**src/rtl/core/rfps_pkg.sv**
```systemverilog
`timescale 1ns / 1ps
`default_nettype none

package rfps_pkg;

    // scan function codes held in the mode register
    typedef enum logic [3:0] {
        MODE_SUM  = 4'd0,
        MODE_ALT  = 4'd1,
        MODE_AND  = 4'd2,
        MODE_OR   = 4'd3,
        MODE_NAND = 4'd4,
        MODE_NOR  = 4'd5,
        MODE_GT   = 4'd6,
        MODE_GE   = 4'd7,
        MODE_LT   = 4'd8,
        MODE_LE   = 4'd9,
        MODE_NE   = 4'd10,
        MODE_EQ   = 4'd11
    } t_mode;

    localparam int unsigned MODE_W = 4;
    localparam int unsigned SCAN_W = 32;

endpackage

`default_nettype wire

```
**src/rtl/core/rfps_scan_unit.sv**
```systemverilog
`timescale 1ns / 1ps
`default_nettype none

module rfps_scan_unit #(
    parameter int unsigned DATA_WIDTH = 32
) (
    input  wire logic                                i_clk,
    input  wire logic                                i_rst_n,
    input  wire rfps_pkg::t_mode                     i_mode,
    input  wire logic                                i_step,
    input  wire logic signed [rfps_pkg::SCAN_W-1:0]  i_value,
    input  wire logic                                i_start_req,
    output logic signed [rfps_pkg::SCAN_W-1:0]       o_scan
);

    // running state of the current vector
    logic [DATA_WIDTH-1:0] r_sum, n_sum;
    logic                  r_neg, r_seen, r_tpo, r_pos, r_rbit;
    logic                  n_seen, n_tpo, n_rbit;

    logic [DATA_WIDTH-1:0] sum_b;
    logic                  neg_b, seen_b, tpo_b, pos_b, rbit_b;
    logic [DATA_WIDTH-1:0] ext;
    logic                  bit_b, deciding, hit, res;

    // state as seen by this element, cleared by a vector start
    always_comb begin
        sum_b  = i_start_req ? '0   : r_sum;
        neg_b  = i_start_req ? 1'b0 : r_neg;
        seen_b = i_start_req ? 1'b0 : r_seen;
        tpo_b  = i_start_req ? 1'b0 : r_tpo;
        pos_b  = i_start_req ? 1'b0 : r_pos;
        rbit_b = i_start_req ? 1'b0 : r_rbit;
    end

    // element extended or truncated to the accumulator width
    assign ext   = DATA_WIDTH'(i_value);
    assign bit_b = i_value[0];

    // and, nand, greater and less-or-equal are decided by a zero bit
    assign deciding = !(i_mode == rfps_pkg::MODE_AND || i_mode == rfps_pkg::MODE_NAND ||
                        i_mode == rfps_pkg::MODE_GT  || i_mode == rfps_pkg::MODE_LE);

    assign hit    = !seen_b && (bit_b == deciding);
    assign n_seen = seen_b || hit;
    assign n_tpo  = hit ? pos_b : tpo_b;
    assign n_rbit = rbit_b ^ bit_b;

    // running sum or alternating difference
    assign n_sum = (i_mode == rfps_pkg::MODE_ALT && neg_b) ? sum_b - ext : sum_b + ext;

    // scan value for the prefix ending at this element
    always_comb begin
        res    = 1'b0;
        o_scan = '0;
        case (i_mode)
            rfps_pkg::MODE_SUM,
            rfps_pkg::MODE_ALT:  o_scan = rfps_pkg::SCAN_W'(n_sum);
            rfps_pkg::MODE_AND:  res = !n_seen;
            rfps_pkg::MODE_OR:   res = n_seen;
            rfps_pkg::MODE_NAND: res = !n_seen ? !pos_b : (hit ? n_tpo : !n_tpo);
            rfps_pkg::MODE_NOR:  res = !n_seen ? pos_b : (hit ? !n_tpo : n_tpo);
            rfps_pkg::MODE_GT:   res = !n_seen ? !pos_b : n_tpo;
            rfps_pkg::MODE_GE:   res = !n_seen ? pos_b : !n_tpo;
            rfps_pkg::MODE_LT:   res = hit;
            rfps_pkg::MODE_LE:   res = !hit;
            rfps_pkg::MODE_NE:   res = n_rbit;
            rfps_pkg::MODE_EQ:   res = n_rbit ^ pos_b;
            default:             o_scan = '0;
        endcase
        if (i_mode != rfps_pkg::MODE_SUM && i_mode != rfps_pkg::MODE_ALT) begin
            o_scan = {{(rfps_pkg::SCAN_W-1){1'b0}}, res};
        end
    end

    // state advances on every accepted element whatever the mode
    always_ff @(posedge i_clk) begin
        if (!i_rst_n) begin
            r_sum  <= '0;
            r_neg  <= 1'b0;
            r_seen <= 1'b0;
            r_tpo  <= 1'b0;
            r_pos  <= 1'b0;
            r_rbit <= 1'b0;
        end else if (i_step) begin
            r_sum  <= n_sum;
            r_neg  <= !neg_b;
            r_seen <= n_seen;
            r_tpo  <= n_tpo;
            r_pos  <= !pos_b;
            r_rbit <= n_rbit;
        end
    end

endmodule

`default_nettype wire

```
**src/rtl/core/right_fold_prefix_scan_core.sv**
```systemverilog
`timescale 1ns / 1ps
`default_nettype none

// Right-fold inclusive prefix scan, one vector element per transfer.
// Input channel: i_in_valid / o_in_stall with i_value and i_start_req;
// i_start_req marks the first element of a new vector. Output channel:
// o_out_valid / i_out_stall with o_scan, one result per input element,
// in order. The mode register is written through i_cfg_we / i_cfg_wdata
// and selects sum, alternating difference or one of ten boolean folds;
// write it only while no element is in flight.
// o_out_valid rises at the edge that takes the element when the output
// register is free, so its result can transfer at the following edge.
// Throughput: one element per cycle while o_in_stall is low, set by the
// single add-and-select pass between the state and result registers.
// A two-entry output stage (result register plus skid register) keeps
// o_in_stall registered; it rises only once both entries hold results,
// so one more element is taken after the receiver starts to stall.
// Reset clears the running state, the mode (sum) and both output entries;
// the first element after reset begins a vector even without i_start_req.
module right_fold_prefix_scan_core #(
    parameter int unsigned DATA_WIDTH = 32
) (
    input  wire logic                                i_clk,
    input  wire logic                                i_rst_n,
    input  wire logic                                i_cfg_we,
    input  wire logic [rfps_pkg::MODE_W-1:0]         i_cfg_wdata,
    input  wire logic                                i_in_valid,
    output logic                                     o_in_stall,
    input  wire logic signed [rfps_pkg::SCAN_W-1:0]  i_value,
    input  wire logic                                i_start_req,
    output logic                                     o_out_valid,
    input  wire logic                                i_out_stall,
    output logic signed [rfps_pkg::SCAN_W-1:0]       o_scan
);

    rfps_pkg::t_mode                    r_mode;
    logic                               r_out_valid, r_skid_valid;
    logic signed [rfps_pkg::SCAN_W-1:0] r_out_scan, r_skid_scan;
    logic signed [rfps_pkg::SCAN_W-1:0] scan_new;
    logic                               in_xfer, out_free;

    // mode register
    always_ff @(posedge i_clk) begin
        if (!i_rst_n) begin
            r_mode <= rfps_pkg::MODE_SUM;
        end else if (i_cfg_we) begin
            r_mode <= rfps_pkg::t_mode'(i_cfg_wdata);
        end
    end

    assign o_in_stall = r_skid_valid;
    assign in_xfer    = i_in_valid && !r_skid_valid;
    assign out_free   = !r_out_valid || !i_out_stall;

    rfps_scan_unit #(
        .DATA_WIDTH (DATA_WIDTH)
    ) u_scan (
        .i_clk       (i_clk),
        .i_rst_n     (i_rst_n),
        .i_mode      (r_mode),
        .i_step      (in_xfer),
        .i_value     (i_value),
        .i_start_req (i_start_req),
        .o_scan      (scan_new)
    );

    // output register and skid entry
    always_ff @(posedge i_clk) begin
        if (!i_rst_n) begin
            r_out_valid  <= 1'b0;
            r_skid_valid <= 1'b0;
        end else if (out_free) begin
            if (r_skid_valid) begin
                r_out_valid  <= 1'b1;
                r_skid_valid <= 1'b0;
            end else begin
                r_out_valid  <= in_xfer;
            end
        end else if (in_xfer) begin
            r_skid_valid <= 1'b1;
        end
    end

    always_ff @(posedge i_clk) begin
        if (out_free) begin
            r_out_scan <= r_skid_valid ? r_skid_scan : scan_new;
        end
        if (!out_free && in_xfer) begin
            r_skid_scan <= scan_new;
        end
    end

    assign o_out_valid = r_out_valid;
    assign o_scan      = r_out_scan;

`ifndef NO_ASSERTIONS
    // skid entry is only ever occupied behind a held result
    a_skid_behind_out: assert property (@(posedge i_clk) disable iff (!i_rst_n)
        r_skid_valid |-> r_out_valid)
        else $error("skid entry valid with empty output register");

    // element taken while the output is stalled lands in the skid entry
    a_skid_fill: assert property (@(posedge i_clk) disable iff (!i_rst_n)
        (in_xfer && r_out_valid && i_out_stall) |=> r_skid_valid)
        else $error("element lost while output stalled");

    // skid entry drains as soon as the output moves
    a_skid_drain: assert property (@(posedge i_clk) disable iff (!i_rst_n)
        (r_skid_valid && !i_out_stall) |=> (!r_skid_valid && r_out_valid))
        else $error("skid entry did not drain");
`endif

endmodule

`default_nettype wire

```
**config.mk**
```make
export PLATFORM = sky130hd
export DESIGN_NAME = right_fold_prefix_scan_core
export DESIGN_NICKNAME = d
export VERILOG_FILES = /design/src/rtl/core/rfps_pkg.sv /design/src/rtl/core/rfps_scan_unit.sv /design/src/rtl/core/right_fold_prefix_scan_core.sv
export SDC_FILE = /design/constraint.sdc
export NUM_CORES = 1
export LEC_CHECK = 0
export ABC_AREA = 0
export BUFFER_PORTS_ARGS = -buffer_cell sky130_fd_sc_hd__buf_2
export CAP_MARGIN = 10
export CORE_MARGIN = 8
export CORE_UTILIZATION = 50
export DETAILED_ROUTE_END_ITERATION = 10
export GPL_ROUTABILITY_DRIVEN = 0
export PLACE_DENSITY = 0.69
export SLEW_MARGIN = 40
export SYNTH_ARGS = -nofsm -noshare
export SYNTH_HDL_FRONTEND = slang
export SYNTH_SLANG_ARGS = --single-unit
```
**constraint.sdc**
```tcl
create_clock -name i_clk -period 7.85 [get_ports i_clk]
set_input_delay 1.1775 -clock i_clk [delete_from_list [all_inputs] [get_ports i_clk]]
set_output_delay 1.1775 -clock i_clk [all_outputs]
set_load 0.03 [all_outputs]
```
==> flow_summary.toml, run 1 <==
[grt]
grt_usage = 0.188
use_met2 = 0.290
grt_use_met1 = 0.250
grt_max_degree = 56
grt_pass1_vias = 5312
grt_pass1_wl_um = 26800
grt_use_met3 = 0.0461
antenna_found_initial = 0
overflow = 0
grt-busiest-layer = "met2"

[synth]
syn-num-nets = 798
synth_ff_type = "edfxtp_1"
syn_inst = 720
synthDistinctLibCells = 57
postSynthAreaPerCell_um2 = 9.22
seq_area_frac_synth = 0.419
async_flop_share = 0
yosysTopAreaCell = "edfxtp_1"
synth.top_cells.by_count = "nand2_1, nor2_1, edfxtp_1, a21oi_1, dfxtp_1"
yosys_warnings = 0
synth_top_cell_area_share = 0.289
synth.area.top_cells = "edfxtp_1, dfxtp_1, ha_1, nand2_1, nor2_1"
ys_ff_latch = 107
synth-edff-count = 64
netlist_area_um2 = 6640

[setup_path]
cp_cell_sequence = "buf_2 > or3_1 > or3b_2 > nor2_1 > nand2_1 > o21ai_0 > xor2_1 > ha_1 > and2_1 > nand2_1 > a2111oi_0 > o21ai_0 > a31oi_1 > xnor2_1 > o21ai_0"
cp_common_cell = "o21ai_0"
max_stage_delay_ns = 0.72
cp-end-kind = "flip-flop"
path_class = "in2reg"
crit_path_max_fanout = 7
path_delay_family = "simple AND/OR/NAND/NOR gates"
crit_slowest_cell = "a2111oi_0"
worst_ep_arrival_time_ns = 5.57
required_ns = 7.94
cp-start-kind = "input pin"
crit_buf_inv = 1

[floorplanning]
dieArea_um2 = 17200
core_area_um2 = 13100
io_pins = 76
die_y_um = 131
initial_utilization = 0.507
row_count = 42
die_w_um = 131

[clock_network]
cts_buffer_depth = 2
cts_buffers = 9
clock_latency_ns = 0.36
cts.repair.resized = 0
cts_root_buffer = "clkbuf_16"
cts_tree = "yes"
holdBufCountCts = 0
numClockSinks = 107
h-tree-depth = 3
cts.clk_slew.worst_paths_ns = 0.07
postCtsSetupBuffers = 0

[sta]
fin_crit_sh = 0.698
skew_ns = 0.00772
fmax_mhz = 182
slew_headroom = 0.445
period_needed_ns = 5.48
hold_viol_final = 0
worst_slew_pin_slew_ns = 0.812
slew_violations = 0
fin_setup_tns_ns = 0
rsz0062_at_grt = "false"
setup-violations-final = 0

[cells_and_area]
nNetsFinal = 857
antennaDiodeCount = 0
nFillCells = 1189
drive_above_1_share = 0.154
syn_to_final_growth_pct = 12.8

[detailed_routing]
drtIter0Drc = 504
routedWlPerCell_um = 16.8
vias = 5495
firstDrtPassIters = 5
wirelength_um = 16100
vias_per_cell = 5.72
antenna_left = 0
drc = 0

[placed_design]
io_buffers = 75
dp_hpwl_um = 12000

[flow_run]
drv_cap = 0

[pwr]
power_leakage_nw = 3.16
power_w = 0.00156
peakVddDrop_uv = 102
p_per_area_nw_per_um2 = 208

[worst_hold_path]
worstHoldPathType = "reg2reg"

[run_status]
status = "complete, no violations"
layout make-up:
cell class | instances | area (µm²) | share of cell area
multi-input combinational | 563 | 3680 | 0.491
clock inverter | 5 | 42.5 | 0.00568
sequential | 107 | 2780 | 0.372
tap | 176 | 220 | 0.0294
clock buffer | 11 | 253 | 0.0338
timing repair buffer | 83 | 455 | 0.0608
inverter | 15 | 56.3 | 0.00752
sequential cells by signal (all words and copies together), names as in the netlist, 4 cells and up:
signal        flops
o_scan           32
r_mode            4
r_skid_scan      32
u_scan.r_sum     32
where the power goes:
group	switching (W)	leakage, nW	total, W	internal (W)
combinational	0.000272	2.01	0.000420	0.000148
sequential	0.0000213	1.00	0.000689	0.000667
clock	0.000211	0.143	0.000447	0.000237
logic make-up (layout without fill, tap and decap cells):
| group | Yosys count | in the layout | share of synthesized area |
|---|---|---|---|
| and+or+nand+nor | 265 | 265 | 0.192 |
| AOI/OAI and AO/OA | 185 | 185 | 0.186 |
| DFF | 107 | 107 | 0.419 |
| xor gates and xnor gates | 62 | 62 | 0.0818 |
| buffers and inverters | 50 | 114 | 0.0283 |
| adders and majority gates | 36 | 36 | 0.0690 |
| muxes | 15 | 15 | 0.0243 |
stage by stage:
step / instance area [µm²] / std cells / util / setup WS, ns / hold WS (ns)
floorplan: 6640 / 720 / - / 2.96 / 0.432
global route: 7490 / 960 / 0.572 / 2.10 / 0.481
CTS: 7450 / 959 / 0.570 / 2.31 / 0.455
global placement: 7160 / 943 / 0.547 / 2.08 / 0.438
finish: 7490 / 960 / 0.572 / 2.37 / 0.453
detailed placement: 7160 / 943 / 0.547 / 1.96 / 0.445
worst paths after layout:
kind,to,slack [ns],cells after the start,start
setup reg to reg,o_scan[20]$_DFFE_PN_,2.58,16,r_mode[2]$_SDFFE_PN0P_
setup / recovery,o_scan[29]$_DFFE_PN_,2.37,15,i_value[1]
hold / removal,u_scan.r_sum[16]$_SDFFE_PN0P_,0.45,2,u_scan.r_sum[16]$_SDFFE_PN0P_
hold reg to reg,u_scan.r_sum[16]$_SDFFE_PN0P_,0.45,2,u_scan.r_sum[16]$_SDFFE_PN0P_
routing by layer:
metal  vias up  part of all wire
met5         -                 0
met4         0             0.019
met3        24             0.076
met2       205              0.44
met1      2562              0.46
li1       2704                 -
layout by cell type (no fill, tap or decap), types with 3 or more instances in the layout:
cell and instances:
nand2_1 76, nor2_1 75, buf_2 75, edfxtp_1 64, a21oi_1 47, dfxtp_1 43
nor2b_1 37, ha_1 35, o21ai_0 32, xor2_1 32, xnor2_1 30, o31ai_1 25
a21o_1 17, inv_1 15, nor3_1 15, and2_1 12, nand3_1 11, o21a_1 11
a211oi_1 10, mux2_2 9, clkbuf_16 9, nand2b_1 8, a31oi_1 7, buf_4 7
mux2i_1 6, or3_1 5, o41ai_1 5, and3_1 5, or2_2 4, a211o_1 3
a221oi_1 3, nand4_1 3, o21bai_1 3, inv_6 3
worst min-delay path, stage by stage, from the launching register on:
cell,delay (ns)
dfxtp_1,0.31
nand2_1,0.05
a21oi_1,0.05
(Power assumes the default switching activity.)
==> inputs of run 2 (changes only) <==
ABC_AREA = 1   (was 0)
PLACE_DENSITY = 0.71   (was 0.69)
clock period = 4.9 ns   (was 7.85 ns; I/O delays follow)
==> flow_summary.toml, run 2 <==
[grt]
overflow = 0
antenna_found_initial = 0
grt_usage = 0.199
grt_max_degree = 47
grt_pass1_wl_um = 30000
grt_pass1_vias = 6166

[detailed_routing]
vias = 6519
firstDrtPassIters = 5
routedWlPerCell_um = 14.5
antenna_left = 0
vias_per_cell = 5.18
drtIter0Drc = 579
drc = 0
wirelength_um = 18300

[sta]
hold_viol_final = 0
fmax_mhz = 258
worst_slew_pin_slew_ns = 0.552
setup_slack_ns = 1.03
slew_violations = 0
period_needed_ns = 3.87
hold_slack_ns = 0.490
fin_setup_tns_ns = 0
skew_ns = 0.00759
rsz0062_at_grt = "false"
slew_headroom = 0.628
setup-violations-final = 0
fin_crit_sh = 0.790

[synth]
yosys.cell_count.top_type = "nand2_1"
ys_ff_latch = 107
synth-edff-count = 64
syn_inst = 1006
seq_area_frac_synth = 0.378
synth_top_cell_area_share = 0.261
yosysTopAreaCell = "edfxtp_1"
netlist_area_um2 = 7360
postSynthAreaPerCell_um2 = 7.31
synth.top_cells.by_count = "nand2_1, inv_1, nor2_1, a21oi_1, edfxtp_1"
async_flop_share = 0
synth_ff_type = "edfxtp_1"
syn-num-nets = 1084
synth.area.top_cells = "edfxtp_1, dfxtp_1, nand2_1, inv_1, nor2_1"
synthDistinctLibCells = 44
yosys_warnings = 0

[cells_and_area]
final_common_cell = "nand2_1"
antennaDiodeCount = 0
drive_above_1_share = 0.136
syn_to_final_growth_pct = 11.4
nNetsFinal = 1148
stdcell_count = 1259
final_area_um2 = 8200
layout_common_cells = "nand2_1, inv_1, nor2_1"

[setup_path]
crit_path_max_fanout = 5
rrSetupSlack_ns = 1.18
worst_ep_arrival_time_ns = 3.98
cp-end-kind = "flip-flop"
cp-start-kind = "input pin"
required_ns = 5.01
path_class = "in2reg"

[pwr]
peakVddDrop_uv = 189
p_per_area_nw_per_um2 = 313
power_leakage_nw = 4.08

[placed_design]
io_buffers = 75
pre_cts_slack_ns = 0.701
place_inst = 1243
dp_hpwl_um = 14200
placed_area_um2 = 7910

[floorplanning]
die_y_um = 137
row_count = 44
io_pins = 76
initial_utilization = 0.508
dieArea_um2 = 18900
core_area_um2 = 14500
die_w_um = 137

[clock_network]
cts.clk_slew.worst_paths_ns = 0.07
cts_buffers = 9
cts_tree = "yes"
cts.repair.resized = 0
h-tree-depth = 3
cts_buffer_depth = 2
clock_latency_ns = 0.35
postCtsSetupBuffers = 0
cts_root_buffer = "clkbuf_16"
numClockSinks = 107
holdBufCountCts = 0

[flow_run]
drv_cap = 0

[run_status]
status = "complete, no violations"

[worst_hold_path]
worstHoldPathType = "reg2reg"
==> run 2: changes by cell type in the layout (fill, tap and decap cells not counted), moves of 11 or more <==
| cell | delta |
|---|---|
| nor2b_1 | -37 |
| inv_1 | +143 |
| nand3_1 | +39 |
| a21o_1 | -11 |
| xnor2_1 | -15 |
| o21a_1 | -11 |
| nor2_1 | +46 |
| o21ai_0 | +18 |
| nand2_1 | +146 |
| o211ai_1 | +12 |
| o31ai_1 | -24 |
| a21oi_1 | +18 |
==> run 2: final cells by class <==
cell class	instances	area, µm²
multi-input combinational	702	3830
tap	184	230
clock buffer	10	229
timing repair buffer	82	428
sequential	107	2780
clock inverter	6	63.8
inverter	168	631
fill	1427	6280
==> run 2: logic make-up after synthesis <==
logic type | synth area share
AND/OR/NAND/NOR | 0.251
XOR/XNOR | 0.0619
AO/OA/AOI/OAI | 0.144
adder cells (fa/ha/maj) | 0.0622
buffers and inverters | 0.102
flip-flops | 0.378
==> run 2: worst paths after layout <==
path,startpoint,endpoint,cells after the start
setup / recovery,i_value[0],o_scan[23]$_DFFE_PN_,21
setup reg to reg,r_mode[2]$_SDFFE_PN0P_,o_scan[26]$_DFFE_PN_,19
hold reg to reg,u_scan.r_neg$_SDFFE_PN0P_,u_scan.r_neg$_SDFFE_PN0P_,1
hold / removal,u_scan.r_neg$_SDFFE_PN0P_,u_scan.r_neg$_SDFFE_PN0P_,1
==> run 2: where the power goes <==
group,switching [W],leakage [nW],internal [W]
Clock,0.000342,0.141,0.000398
Combinational,0.000512,2.93,0.000224
Sequential,0.0000282,1.02,0.00106
Total,0.000883,4.08,0.00169
==> run 2: worst max-delay path, cell delays in order <==
cell,delay [ns]
buf_2,0.13
inv_1,0.11
ha_1,0.20
nand3_2,0.10
nor3_2,0.14
nand2_1,0.11
nor3_2,0.19
nand2_1,0.12
nand2_1,0.11
nand2_1,0.07
xnor2_1,0.22
ha_1,0.34
a21o_1,0.20
a21oi_1,0.27
o21ai_0,0.22
a21oi_1,0.16
nand2_1,0.10
xor2_1,0.22
nor2_1,0.09
nand2_1,0.10
nand2_1,0.05
==> run 2: per-layer routing <==
layer | global-route usage | up-vias | wire, µm
li1 | - | 3363 | -
met1 | 0.287 | 2908 | 9070
met2 | 0.301 | 221 | 7530
met3 | 0.0361 | 27 | 1420
met4 | 0.0531 | 0 | 277
met5 | 0 | - | 0
==> run 2: stage by stage <==
stage,utilization,total power (W)
after CTS,0.566,0.00257
after global placement,0.546,0.00183
after detailed placement,0.546,0.00184
after floorplan,-,0.00164
final,0.566,0.00257
after global routing,0.566,0.00270
